===== src/hw/rtl/jcs_pkg.sv =====
package jcs_pkg;

   localparam logic [7:0] CH_SLASH  = 8'h2F;
   localparam logic [7:0] CH_STAR   = 8'h2A;
   localparam logic [7:0] CH_QUOTE  = 8'h22;
   localparam logic [7:0] CH_BSLASH = 8'h5C;
   localparam logic [7:0] CH_CR     = 8'h0D;
   localparam logic [7:0] CH_LF     = 8'h0A;
   localparam logic [7:0] CH_SPACE  = 8'h20;
   localparam logic [7:0] CH_TAB    = 8'h09;
   localparam logic [7:0] CH_VT     = 8'h0B;
   localparam logic [7:0] CH_FF     = 8'h0C;

   localparam logic [1:0] MODE_NONE  = 2'd0;
   localparam logic [1:0] MODE_LINE  = 2'd1;
   localparam logic [1:0] MODE_BLOCK = 2'd2;

   localparam int QUEUE_DEPTH = 4;
   localparam int QPTR_W      = $clog2(QUEUE_DEPTH);

   typedef struct packed {
      logic [1:0] mode;
      logic       in_str;
      logic       skip;
      logic [7:0] held;
      logic       held_valid;
      logic [7:0] back_one;
      logic [7:0] back_two;
      logic [1:0] bbh;        // bytes before held byte, saturates at 2
   } strm_type;

   typedef struct packed {
      logic       comment;
      logic [1:0] mode;
      logic       in_str;
      logic       skip;
   } judge_type;

   typedef struct packed {
      logic [7:0] out_byte;
      logic       byte_valid;
      logic       out_last;
   } result_type;

   typedef struct packed {
      logic [1:0] count;
      result_type first;
      result_type second;
   } push_type;

   function automatic logic is_ws(input logic [7:0] c);
      return c == CH_SPACE || c == CH_TAB || c == CH_LF ||
             c == CH_VT || c == CH_FF || c == CH_CR;
   endfunction

   // Classify byte cur (held position) given lookahead nxt and stream state st.
   function automatic judge_type judge_byte(input strm_type st, input logic [7:0] cur,
                                            input logic [7:0] nxt);
      judge_type j;
      logic      esc;
      j.comment = 1'b0;
      j.mode    = st.mode;
      j.in_str  = st.in_str;
      j.skip    = 1'b0;
      esc = (st.bbh == 2'd2) && (st.back_one == CH_BSLASH) && (st.back_two != CH_BSLASH);
      if (st.skip) begin
         j.comment = 1'b1;
      end else if (st.mode == MODE_NONE) begin
         if (cur == CH_QUOTE && !esc) begin
            j.in_str = ~st.in_str;
         end
         if (!j.in_str && cur == CH_SLASH && nxt == CH_SLASH) begin
            j.mode    = MODE_LINE;
            j.skip    = 1'b1;
            j.comment = 1'b1;
         end else if (!j.in_str && cur == CH_SLASH && nxt == CH_STAR) begin
            j.mode    = MODE_BLOCK;
            j.skip    = 1'b1;
            j.comment = 1'b1;
         end
      end else if (st.mode == MODE_LINE) begin
         if (cur == CH_LF) begin
            j.mode = MODE_NONE;
         end else begin
            j.comment = 1'b1;
         end
      end else begin
         // block comment (mode 3 behaves the same)
         j.comment = 1'b1;
         if (cur == CH_STAR && nxt == CH_SLASH) begin
            j.mode = MODE_NONE;
            j.skip = 1'b1;
         end
      end
      return j;
   endfunction

   function automatic result_type make_result(input logic [7:0] cur, input logic comment);
      result_type r;
      r.out_byte   = (comment && !is_ws(cur)) ? CH_SPACE : cur;
      r.byte_valid = 1'b1;
      r.out_last   = 1'b0;
      return r;
   endfunction

endpackage


===== src/hw/rtl/json_comment_stripper.sv =====
// JSON comment stripper.
// req_* : input bytes of a JSON text, stream handshake; req_tlast marks the
//         last byte of a text. rsp_* : result bytes; rsp_tuser = 0 marks an
//         empty end-of-text marker (only when the last transaction yields no byte).
// csr_wr_en/csr_wr_data : keep_whitespace; 1 turns comment bytes into spaces
//         (whitespace passes), 0 drops them. Write only while idle.
// One byte is held back for lookahead, so a byte's result enters the output
// queue on the cycle the following byte is accepted and reaches rsp_* from the
// queue register. On the last byte both held and last byte are resolved at once.
// Throughput: one byte per cycle while req_tready is high; each transaction
// pushes at most two results into a 4-entry output queue, and req_tready is high
// while at least two entries are free. A last byte that yields two results
// pushes both at once. When rsp_tready is low the queue fills and req_tready drops.
// Reset empties the queue, clears the stream state and sets keep_whitespace.
module json_comment_stripper
   import jcs_pkg::*;
(
   input  logic        clock,
   input  logic        reset,
   input  logic        req_tvalid,
   output logic        req_tready,
   input  logic [7:0]  req_tdata,   // [7:0] in_byte
   input  logic        req_tlast,
   output logic        rsp_tvalid,
   input  logic        rsp_tready,
   output logic [7:0]  rsp_tdata,   // [7:0] out_byte
   output logic        rsp_tuser,   // [0] byte_valid
   output logic        rsp_tlast,
   input  logic        csr_wr_en,
   input  logic        csr_wr_data
);

   logic                keep_ws_ff;
   logic                accept, pop;
   push_type            push;
   result_type          queue_ff [QUEUE_DEPTH];
   logic [QPTR_W-1:0]   wr_ptr_ff, wr_ptr_in, rd_ptr_ff, rd_ptr_in;
   logic [QPTR_W:0]     count_ff, count_in;
   result_type          head;

   assign req_tready = count_ff <= (QPTR_W+1)'(QUEUE_DEPTH - 2);
   assign accept     = req_tvalid && req_tready;
   assign head       = queue_ff[rd_ptr_ff];
   assign rsp_tvalid = count_ff != '0;
   assign rsp_tdata  = head.out_byte;
   assign rsp_tuser  = head.byte_valid;
   assign rsp_tlast  = head.out_last;
   assign pop        = rsp_tvalid && rsp_tready;

   jcs_core u_core (
      .clock   (clock),
      .reset   (reset),
      .accept  (accept),
      .in_byte (req_tdata),
      .in_last (req_tlast),
      .keep_ws (keep_ws_ff),
      .push    (push)
   );

   always_comb begin
      wr_ptr_in = wr_ptr_ff + QPTR_W'(push.count);
      rd_ptr_in = rd_ptr_ff + QPTR_W'(pop);
      count_in  = count_ff + (QPTR_W+1)'(push.count) - (QPTR_W+1)'(pop);
   end

   always_ff @(posedge clock) begin
      if (push.count != 2'd0) begin
         queue_ff[wr_ptr_ff] <= push.first;
      end
      if (push.count == 2'd2) begin
         queue_ff[wr_ptr_ff + QPTR_W'(1)] <= push.second;
      end
   end

   always_ff @(posedge clock) begin
      if (reset) begin
         keep_ws_ff <= 1'b1;
         wr_ptr_ff  <= '0;
         rd_ptr_ff  <= '0;
         count_ff   <= '0;
      end else begin
         if (csr_wr_en) begin
            keep_ws_ff <= csr_wr_data;
         end
         wr_ptr_ff <= wr_ptr_in;
         rd_ptr_ff <= rd_ptr_in;
         count_ff  <= count_in;
      end
   end

endmodule


===== src/hw/rtl/jcs_core.sv =====
module jcs_core
   import jcs_pkg::*;
(
   input  logic       clock,
   input  logic       reset,
   input  logic       accept,
   input  logic [7:0] in_byte,
   input  logic       in_last,
   input  logic       keep_ws,
   output push_type   push
);

   strm_type   st_ff, st_in, nx;
   judge_type  j1, j2;
   logic       e1, e2;
   result_type r1, r2, marker;

   always_comb begin
      nx = st_ff;
      j1 = judge_byte(st_ff, st_ff.held, in_byte);
      e1 = st_ff.held_valid && (!j1.comment || keep_ws);
      r1 = make_result(st_ff.held, j1.comment);
      if (st_ff.held_valid) begin
         nx.mode     = j1.mode;
         nx.in_str   = j1.in_str;
         nx.skip     = j1.skip;
         nx.back_two = st_ff.back_one;
         nx.back_one = st_ff.held;
         nx.bbh      = (st_ff.bbh == 2'd2) ? 2'd2 : st_ff.bbh + 2'd1;
      end else begin
         nx.bbh = 2'd0;
      end
      nx.held       = in_byte;
      nx.held_valid = 1'b1;

      // at the end of text the new byte is judged right away, no lookahead
      j2 = judge_byte(nx, in_byte, 8'd0);
      e2 = in_last && (!j2.comment || keep_ws);
      r2 = make_result(in_byte, j2.comment);

      marker.out_byte   = 8'd0;
      marker.byte_valid = 1'b0;
      marker.out_last   = 1'b1;

      push.first  = r1;
      push.second = r2;
      push.count  = 2'd0;
      if (e1 && e2) begin
         push.second.out_last = 1'b1;
         push.count           = 2'd2;
      end else if (e1) begin
         push.first.out_last = in_last;
         push.count          = 2'd1;
      end else if (e2) begin
         push.first          = r2;
         push.first.out_last = 1'b1;
         push.count          = 2'd1;
      end else if (in_last) begin
         push.first = marker;
         push.count = 2'd1;
      end
      if (!accept) begin
         push.count = 2'd0;
      end

      st_in = st_ff;
      if (accept) begin
         st_in = in_last ? '0 : nx;
      end
   end

   always_ff @(posedge clock) begin
      if (reset) begin
         st_ff <= '0;
      end else begin
         st_ff <= st_in;
      end
   end

endmodule


===== config.mk =====
export PLATFORM = sky130hd
export DESIGN_NAME = json_comment_stripper
export DESIGN_NICKNAME = d
export VERILOG_FILES = /design/src/hw/rtl/jcs_pkg.sv /design/src/hw/rtl/json_comment_stripper.sv /design/src/hw/rtl/jcs_core.sv
export SDC_FILE = /design/constraint.sdc
export NUM_CORES = 1
export LEC_CHECK = 0
export ABC_AREA = 1
export BUFFER_PORTS_ARGS = -buffer_cell sky130_fd_sc_hd__buf_2
export CAP_MARGIN = 20
export CORE_ASPECT_RATIO = 1.5
export CORE_MARGIN = 4
export CORE_UTILIZATION = 50
export DETAILED_ROUTE_END_ITERATION = 8
export GPL_TIMING_DRIVEN = 0
export PLACE_DENSITY = 0.74
export SYNTH_ARGS = -nofsm -noshare
export SYNTH_HDL_FRONTEND = slang
export SYNTH_SLANG_ARGS = --single-unit

===== constraint.sdc =====
create_clock -name clock -period 7.8 [get_ports clock]
set_clock_uncertainty 0.2 [all_clocks]
set_input_delay 0.39 -clock clock [delete_from_list [all_inputs] [get_ports clock]]
set_output_delay 0.39 -clock clock [all_outputs]
set_load 0.005 [all_outputs]

Word level (Yosys, flattened, before mapping)
Memories as Yosys holds them, arrays and structs flattened. A register that Yosys moved wholly into a read port is not among the register bits.
Index checks and enable logic that the tools add are counted.

storage, ports and cells
  register bits = 39
  word-level logic and storage cells = 130
  output and inout bits = 12
  memories = 1
  input port bits = 15
  bits in writable memories = 40

operators by class
  equality and inequality tests = 24
  add/sub/neg operators = 6
  mux-type cells = 45
  bitwise logic cells = 1
  order comparisons = 1
  reduce and logical (&&, ||, !) cells = 40

memory list
  memory    depth  width  read ports  clocked after Yosys merged registers in  wr ports  line                         RTL
  queue_ff  4      10     1           1                                        2         json_comment_stripper.sv:36  result_type queue_ff [QUEUE_DEPTH];

operator list
  operator                                              number
  equality test 8 x 4 -> 1 bit (second input constant)  10
  equality test 8 x 6 -> 1 bit (second input constant)  7
  two-way mux 31 bit                                    1
  two-way mux 11 bit                                    2
  two-way mux 1 bit                                     20
  two-way mux 2 bit                                     10
  two-way mux 16 bit                                    1
  two-way mux 8 bit                                     2
  two-way mux 3 bit                                     5
  logical AND 1 bit                                     14
  logical OR 1 bit                                      12
  two-way mux 10 bit                                    1
  two-way mux 9 bit                                     1
  equality test 8 x 7 -> 1 bit (second input constant)  1
  two-way mux 4 bit                                     2
  != test 8 x 7 -> 1 bit (second input constant)        1
  logical NOT 1 bit                                     6
  nonzero test 2 bit                                    3
  adder 2 x 1 -> 2 bit (second input constant)          2
  equality test 2 x 1 -> 1 bit (second input constant)  2
  equality test 2 bit (second input constant)           2
  logical NOT 2 bit                                     2
  AND reduction 4 bit                                   1
  adder 3 x 2 -> 3 bit                                  1
  8 further kinds                                       8

Logic depth before layout (Yosys ltp)
  depth in word-level cells = 30
  mapped depth = 23
  depth with buffers taken out = 23

Modules after synthesis
A second synthesis with hierarchy kept.

second synthesis, totals
  cell total of the unflattened synthesis = 573
  area, all modules = 4,503.1 sq um

modules (own cells, without submodules)
  module                 cells each  instances  seq. area each (sq um)  area an instance (sq um)
  json_comment_stripper  259         1          1,361.3                 2,509.9
  jcs_core               314         1          620.6                   1,993.2

Least setup slack after synthesis
OpenSTA, ideal clock, no wires.

  kind = input -> register
  start point = in req_tdata[7]
  end point = reg count_ff[2]
  cell stages on the path = 20
  library setup time = 0.120 ns
  path buffers = 0
  setup slack = 4.766 ns
  data required time = 7.480 ns
  arrival time = 2.714 ns
  cells stage by stage = nor2_1 -> nand3_1 -> nor2_1 -> nand3_1 -> nand2_1 -> nand2_1 -> nand2_1 -> nor2_1 -> nand2_1 -> nand2_1 -> nand2_1 -> nand3_2 -> nand2_4 -> nand4_4 -> ha_1 -> inv_1 -> fa_1 -> xor2_1 -> o21ai_0 -> a21oi_1

on the way
  longest elaborated chain between the ends = 20
  elaborated cells on any way between the ends = 38
  those cells by class = add/sub (2); eq/ne (4); mux (21); reduce/logical (11)

ends and longest elaborated chain
  element                                                 line                                         RTL
  start, declared                                         json_comment_stripper.sv:22                  input logic [7:0] req_tdata,
  equality test 8 x 6 -> 1 bit (on tied branches)         jcs_pkg.sv:72, jcs_pkg.sv:90, jcs_pkg.sv:76
  logical AND 1 bit (on tied branches)                    jcs_pkg.sv:90, jcs_pkg.sv:76
  two-way mux 2 bit or two-way mux 3 bit (tied branches)  jcs_pkg.sv:90, jcs_pkg.sv:76
  two-way mux 3 bit (on tied branches)                    jcs_pkg.sv:81, jcs_pkg.sv:72
  two-way mux 3 bit                                       jcs_pkg.sv:68                                end else if (st.mode == MODE_NONE) begin
  two-way mux 4 bit                                       jcs_pkg.sv:66                                if (st.skip) begin
  two-way mux 4 bit                                       jcs_core.sv:23                               if (st_ff.held_valid) begin
  equality test 2 x 1 -> 1 bit                            jcs_pkg.sv:81                                end else if (st.mode == MODE_LINE) begin
  (+4 left out)                                           n/a
  logical OR 1 bit                                        jcs_core.sv:38                               e2 = in_last && (!j2.comment || keep_ws);
  logical AND 1 bit                                       jcs_core.sv:38
  two-way mux 11 bit                                      jcs_core.sv:54                               end else if (e2) begin
  two-way mux 2 bit                                       jcs_core.sv:51                               end else if (e1) begin
  two-way mux 2 bit (*)                                   jcs_core.sv:48                               if (e1 && e2) begin
  two-way mux 2 bit (*)                                   jcs_core.sv:62                               if (!accept) begin
  adder 3 x 2 -> 3 bit (*)                                json_comment_stripper.sv:63                  count_in = count_ff + (QPTR_W+1)'(push.count) - (QPTR_W+1)'(pop);
  subtractor 3 x 1 -> 3 bit (*)                           json_comment_stripper.sv:63
  end signal, assigned                                    json_comment_stripper.sv:87                  count_ff <= count_in;
  end, declared                                           json_comment_stripper.sv:38                  logic [QPTR_W:0] count_ff, count_in;

Mark *: on every way between the ends. The rest lies on a longest branch, timed or not. The select of a mux whose other input is x is not followed.
A chain may end at the register's enable or synchronous reset.

Final worst setup path
  start point = reg u_core.st_ff[26] (netlist name)
  end point = reg count_ff[2]

on the way
  longest elaborated chain between the ends = 26
  elaborated cells on any way between the ends = 46
  those cells by class = add/sub (2); eq/ne (5); mux (25); reduce/logical (14)

ends and longest elaborated chain
  element                        line                          RTL
  start, declared                jcs_core.sv:13                strm_type st_ff, st_in, nx;
  start signal, assigned         jcs_core.sv:76                st_ff <= st_in;
  equality test 8 x 6 -> 1 bit   jcs_pkg.sv:69                 if (cur == CH_QUOTE && !esc) begin
  logical AND 1 bit              jcs_pkg.sv:69
  two-way mux 1 bit              jcs_pkg.sv:69
  two-way mux 1 bit              jcs_pkg.sv:68
  two-way mux 1 bit              jcs_pkg.sv:66
  logical NOT 1 bit              jcs_pkg.sv:72, jcs_pkg.sv:76
  logical AND 1 bit              jcs_pkg.sv:72, jcs_pkg.sv:76
  logical AND 1 bit              jcs_pkg.sv:76                 end else if (!j.in_str && cur == CH_SLASH && nxt == CH_STAR) begin
  (+10 left out)                 n/a
  logical OR 1 bit               jcs_core.sv:38
  logical AND 1 bit              jcs_core.sv:38
  two-way mux 11 bit             jcs_core.sv:54
  two-way mux 2 bit              jcs_core.sv:51
  two-way mux 2 bit (*)          jcs_core.sv:48
  two-way mux 2 bit (*)          jcs_core.sv:62
  adder 3 x 2 -> 3 bit (*)       json_comment_stripper.sv:63
  subtractor 3 x 1 -> 3 bit (*)  json_comment_stripper.sv:63

Marks and branches as above.

==> run metrics <==
status=finished clean; unrepaired setup endpoints after global routing=no; Vias/cell=between 5 and 6; fin util=57.6%; Synth Instances=roughly 570; critical setup path kind=flip-flop to flip-flop; CTS H-tree depth=3; Layout Nets=around 630; IO Pins=27; DRC Markers=0; number of port buffers=25; mean post-synth cell area=about 7.6 um2; Least-Margin Pin Slew=0.524 ns; first-pass GRT wire length=17300 um; Peak VDD IR=around 0.13 mV; First DRT Iteration DRCs=165; CTS root buffer=clkbuf_16; initial antenna violation count=0; Cell Rows=about 40; Max Fclk=288 MHz; total congestion overflow=0; critical path endpoint category=flip-flop; vias in the first global route=3909; worst relative slew slack=65.1%; leakage power=1.96 nW; number of diodes=0; Area Overhead vs Synth=12.6%; Power per Cell Area=252 nW/um2; die area=10200 um2; # clock sinks=79; Distinct cells, synth=42; Critical Path AT=3.50 ns; TritonCTS buffer count=9; Core ar.=8410 um2; postcts setup bufs=0; ys flop type=dfxtp_1; layout cell share with drive strength beyond 1=between 10% and 20%; number of synthesized flops with an enable pin=36; Detailed Place HPWL=between 8000 and 9000 um; remaining antenna violation count=0; chip width=83.7 um; Clock transition at path regs=0.06 ns; Die Height=between 100 and 150 um; crit share post-route=44.5%; Crit Reg-Reg Endpoint=count_ff[2]$_SDFF_PP0_; endpoints failing setup=0; Post-Route WL=10500 um; share of the yosys chip area belonging to registers=45.1%; initial core utilization=51.1%; vias=3849; CTS tree=built; worst hold path type=input pin to flip-flop; Startpoint Class=flip-flop; RR Startpoint=u_core.st_ff[26]$_SDFFE_PP0P_; final hold violations=0; critical path peak fanout=7; Synthesis Warnings=0; Pre-Repair DR Iteration Count=5; final max-slew violation count=0; Critical Path RT=7.83 ns; Clock Path Buffers=2; CTS Hold Bufs=0; final setup TNS=0 ns; largest net degree at the start of global routing=13; Yosys reg bits=79; RePlAce Congestion=about 0.94; hold path depth=2; Hold EP=keep_ws_ff$_SDFFE_PP1P_; PostCTS Resize Cnt=0; FFs w/ async S/R, synth=0%; max-cap violations=0; wire length per cell=14.6 um; Mapped Nets=591; Final Critical Period=3.47 ns; mapped cell area=4300 um2; r2r setup slk=4.33 ns; Hold Startpoint=csr_wr_en; clock latency at the later pin of the worst-skew pair=0.35 ns; total track usage=between 20% and 30%; worst r2r path cells=19
## final cells by class
class,instances,area (um2)
Buffer,16,62.6
Clock buffer,12,236
Clock inverter,4,46.3
Fill cell,793,3570
Inverter,66,254
Multi-Input combinational cell,407,2040
Sequential cell,79,1940
Tap cell,107,134
Timing Repair Buffer,25,125
## how the worst max path moves through the flow
stage	start	to	slack, ns
finish	u_core.st_ff[26]$_SDFFE_PP0P_	count_ff[2]$_SDFF_PP0_	4.33
global placement	req_tdata[7]	count_ff[2]$_SDFF_PP0_	4.32
detailed placement	req_tdata[7]	count_ff[2]$_SDFF_PP0_	4.27
CTS	u_core.st_ff[20]$_SDFFE_PP0P_	count_ff[2]$_SDFF_PP0_	4.34
floorplan	req_tdata[7]	count_ff[2]$_SDFF_PP0_	4.77
global route	u_core.st_ff[20]$_SDFFE_PP0P_	count_ff[2]$_SDFF_PP0_	4.00
## kinds of logic (layout without fill, tap and decap cells)
family          after synthesis  in the layout  share of synthesized area, %
simple gates                277            277                          28.2
compound gates              120            120                          16.4
buf+inv                      82            123                          7.36
flops                        79             79                          45.1
fa+ha+maj                     8              8                          2.50
xor+xnor                      2              2                         0.407
## critical path, cell delays in order (launching register included)
cell and delay [ns]:
dfxtp_1 0.35, nor2_2 0.19, nand3_2 0.12, nor3_2 0.18, nand2_1 0.09, nand2_1 0.09, nand2_1 0.10, o2111ai_1 0.13
nand2_1 0.15, nand2_1 0.10, nand2_2 0.10, inv_2 0.18, nor2_4 0.06, inv_1 0.17, a21oi_1 0.14, ha_1 0.24
fa_1 0.37, xor2_1 0.18, o21ai_0 0.15, a21oi_1 0.05
## per-layer routing
layer | GRT usage, % | wire [um] | vias up
li1 | - | - | 1950
met1 | 20.3 | 3810 | 1756
met2 | 40.8 | 5720 | 98
met3 | 3.92 | 368 | 45
met4 | 15.6 | 574 | 0
met5 | 0 | 0 | -
## metrics by stage
step / setup WS [ns] / instances / area (um2) / total power [mW] / hold slack, ns
3_5_place_dp: 4.27 / 700 / 4560 / 0.825 / 0.259
3_3_place_gp: 4.32 / 700 / 4560 / 0.810 / 0.248
4_1_cts: 4.34 / 716 / 4840 / 1.23 / 0.0431
5_1_grt: 4.00 / 716 / 4840 / 1.28 / 0.0587
6_report: 4.33 / 716 / 4840 / 1.22 / 0.0428
2_1_floorplan: 4.77 / 568 / 4300 / 0.718 / 0.237
## cell usage in the layout (no fill, tap or decap), drive strengths merged, types with 2 or more instances in the layout
cell      n
nand2   176
nor2     63
inv      61
o21ai    51
dfxtp    43
a21oi    39
edfxtp   36
nand3    30
buf      28
clkbuf   25
o22ai    11
a211oi    8
ha        7
clkinv    7
o21bai    5
nand4     4
nor4      2
## synthesized netlist by cell type (3+ instances only)
library cell | instances | area share [%]
o21ai_0 | 34 | 4.0
nand2_2 | 5 | 0.73
ha_1 | 7 | 2.0
nand3_1 | 28 | 3.3
a21oi_1 | 39 | 4.5
clkinv_2 | 3 | 0.35
clkbuf_1 | 13 | 1.1
nand2_1 | 166 | 14
nor2_4 | 3 | 0.79
a211oi_1 | 8 | 1.4
o22ai_1 | 11 | 1.6
nor2_1 | 58 | 5.1
inv_1 | 53 | 4.6
edfxtp_1 | 36 | 25
dfxtp_1 | 43 | 20
o21ai_2 | 3 | 0.61
inv_2 | 7 | 0.61
nand2_4 | 5 | 1.3
o21ai_1 | 13 | 1.5
o21bai_2 | 5 | 1.3
nand4_1 | 3 | 0.44
## report_power, final
group          switching [mW]  internal (mW)  leakage (nW)  total, mW
logic                   0.203          0.107          1.19      0.310
registers              0.0276          0.479         0.637      0.507
clock network           0.158          0.246         0.134      0.404
total                   0.388          0.832          1.96       1.22
## flip-flops by register name (all words and copies together), names as in the netlist
name,count
count_ff,3
keep_ws_ff,1
queue_ff,40
rd_ptr_ff,2
u_core.st_ff,31
wr_ptr_ff,2
No activity file was read; power rests on OpenSTA's default activity.
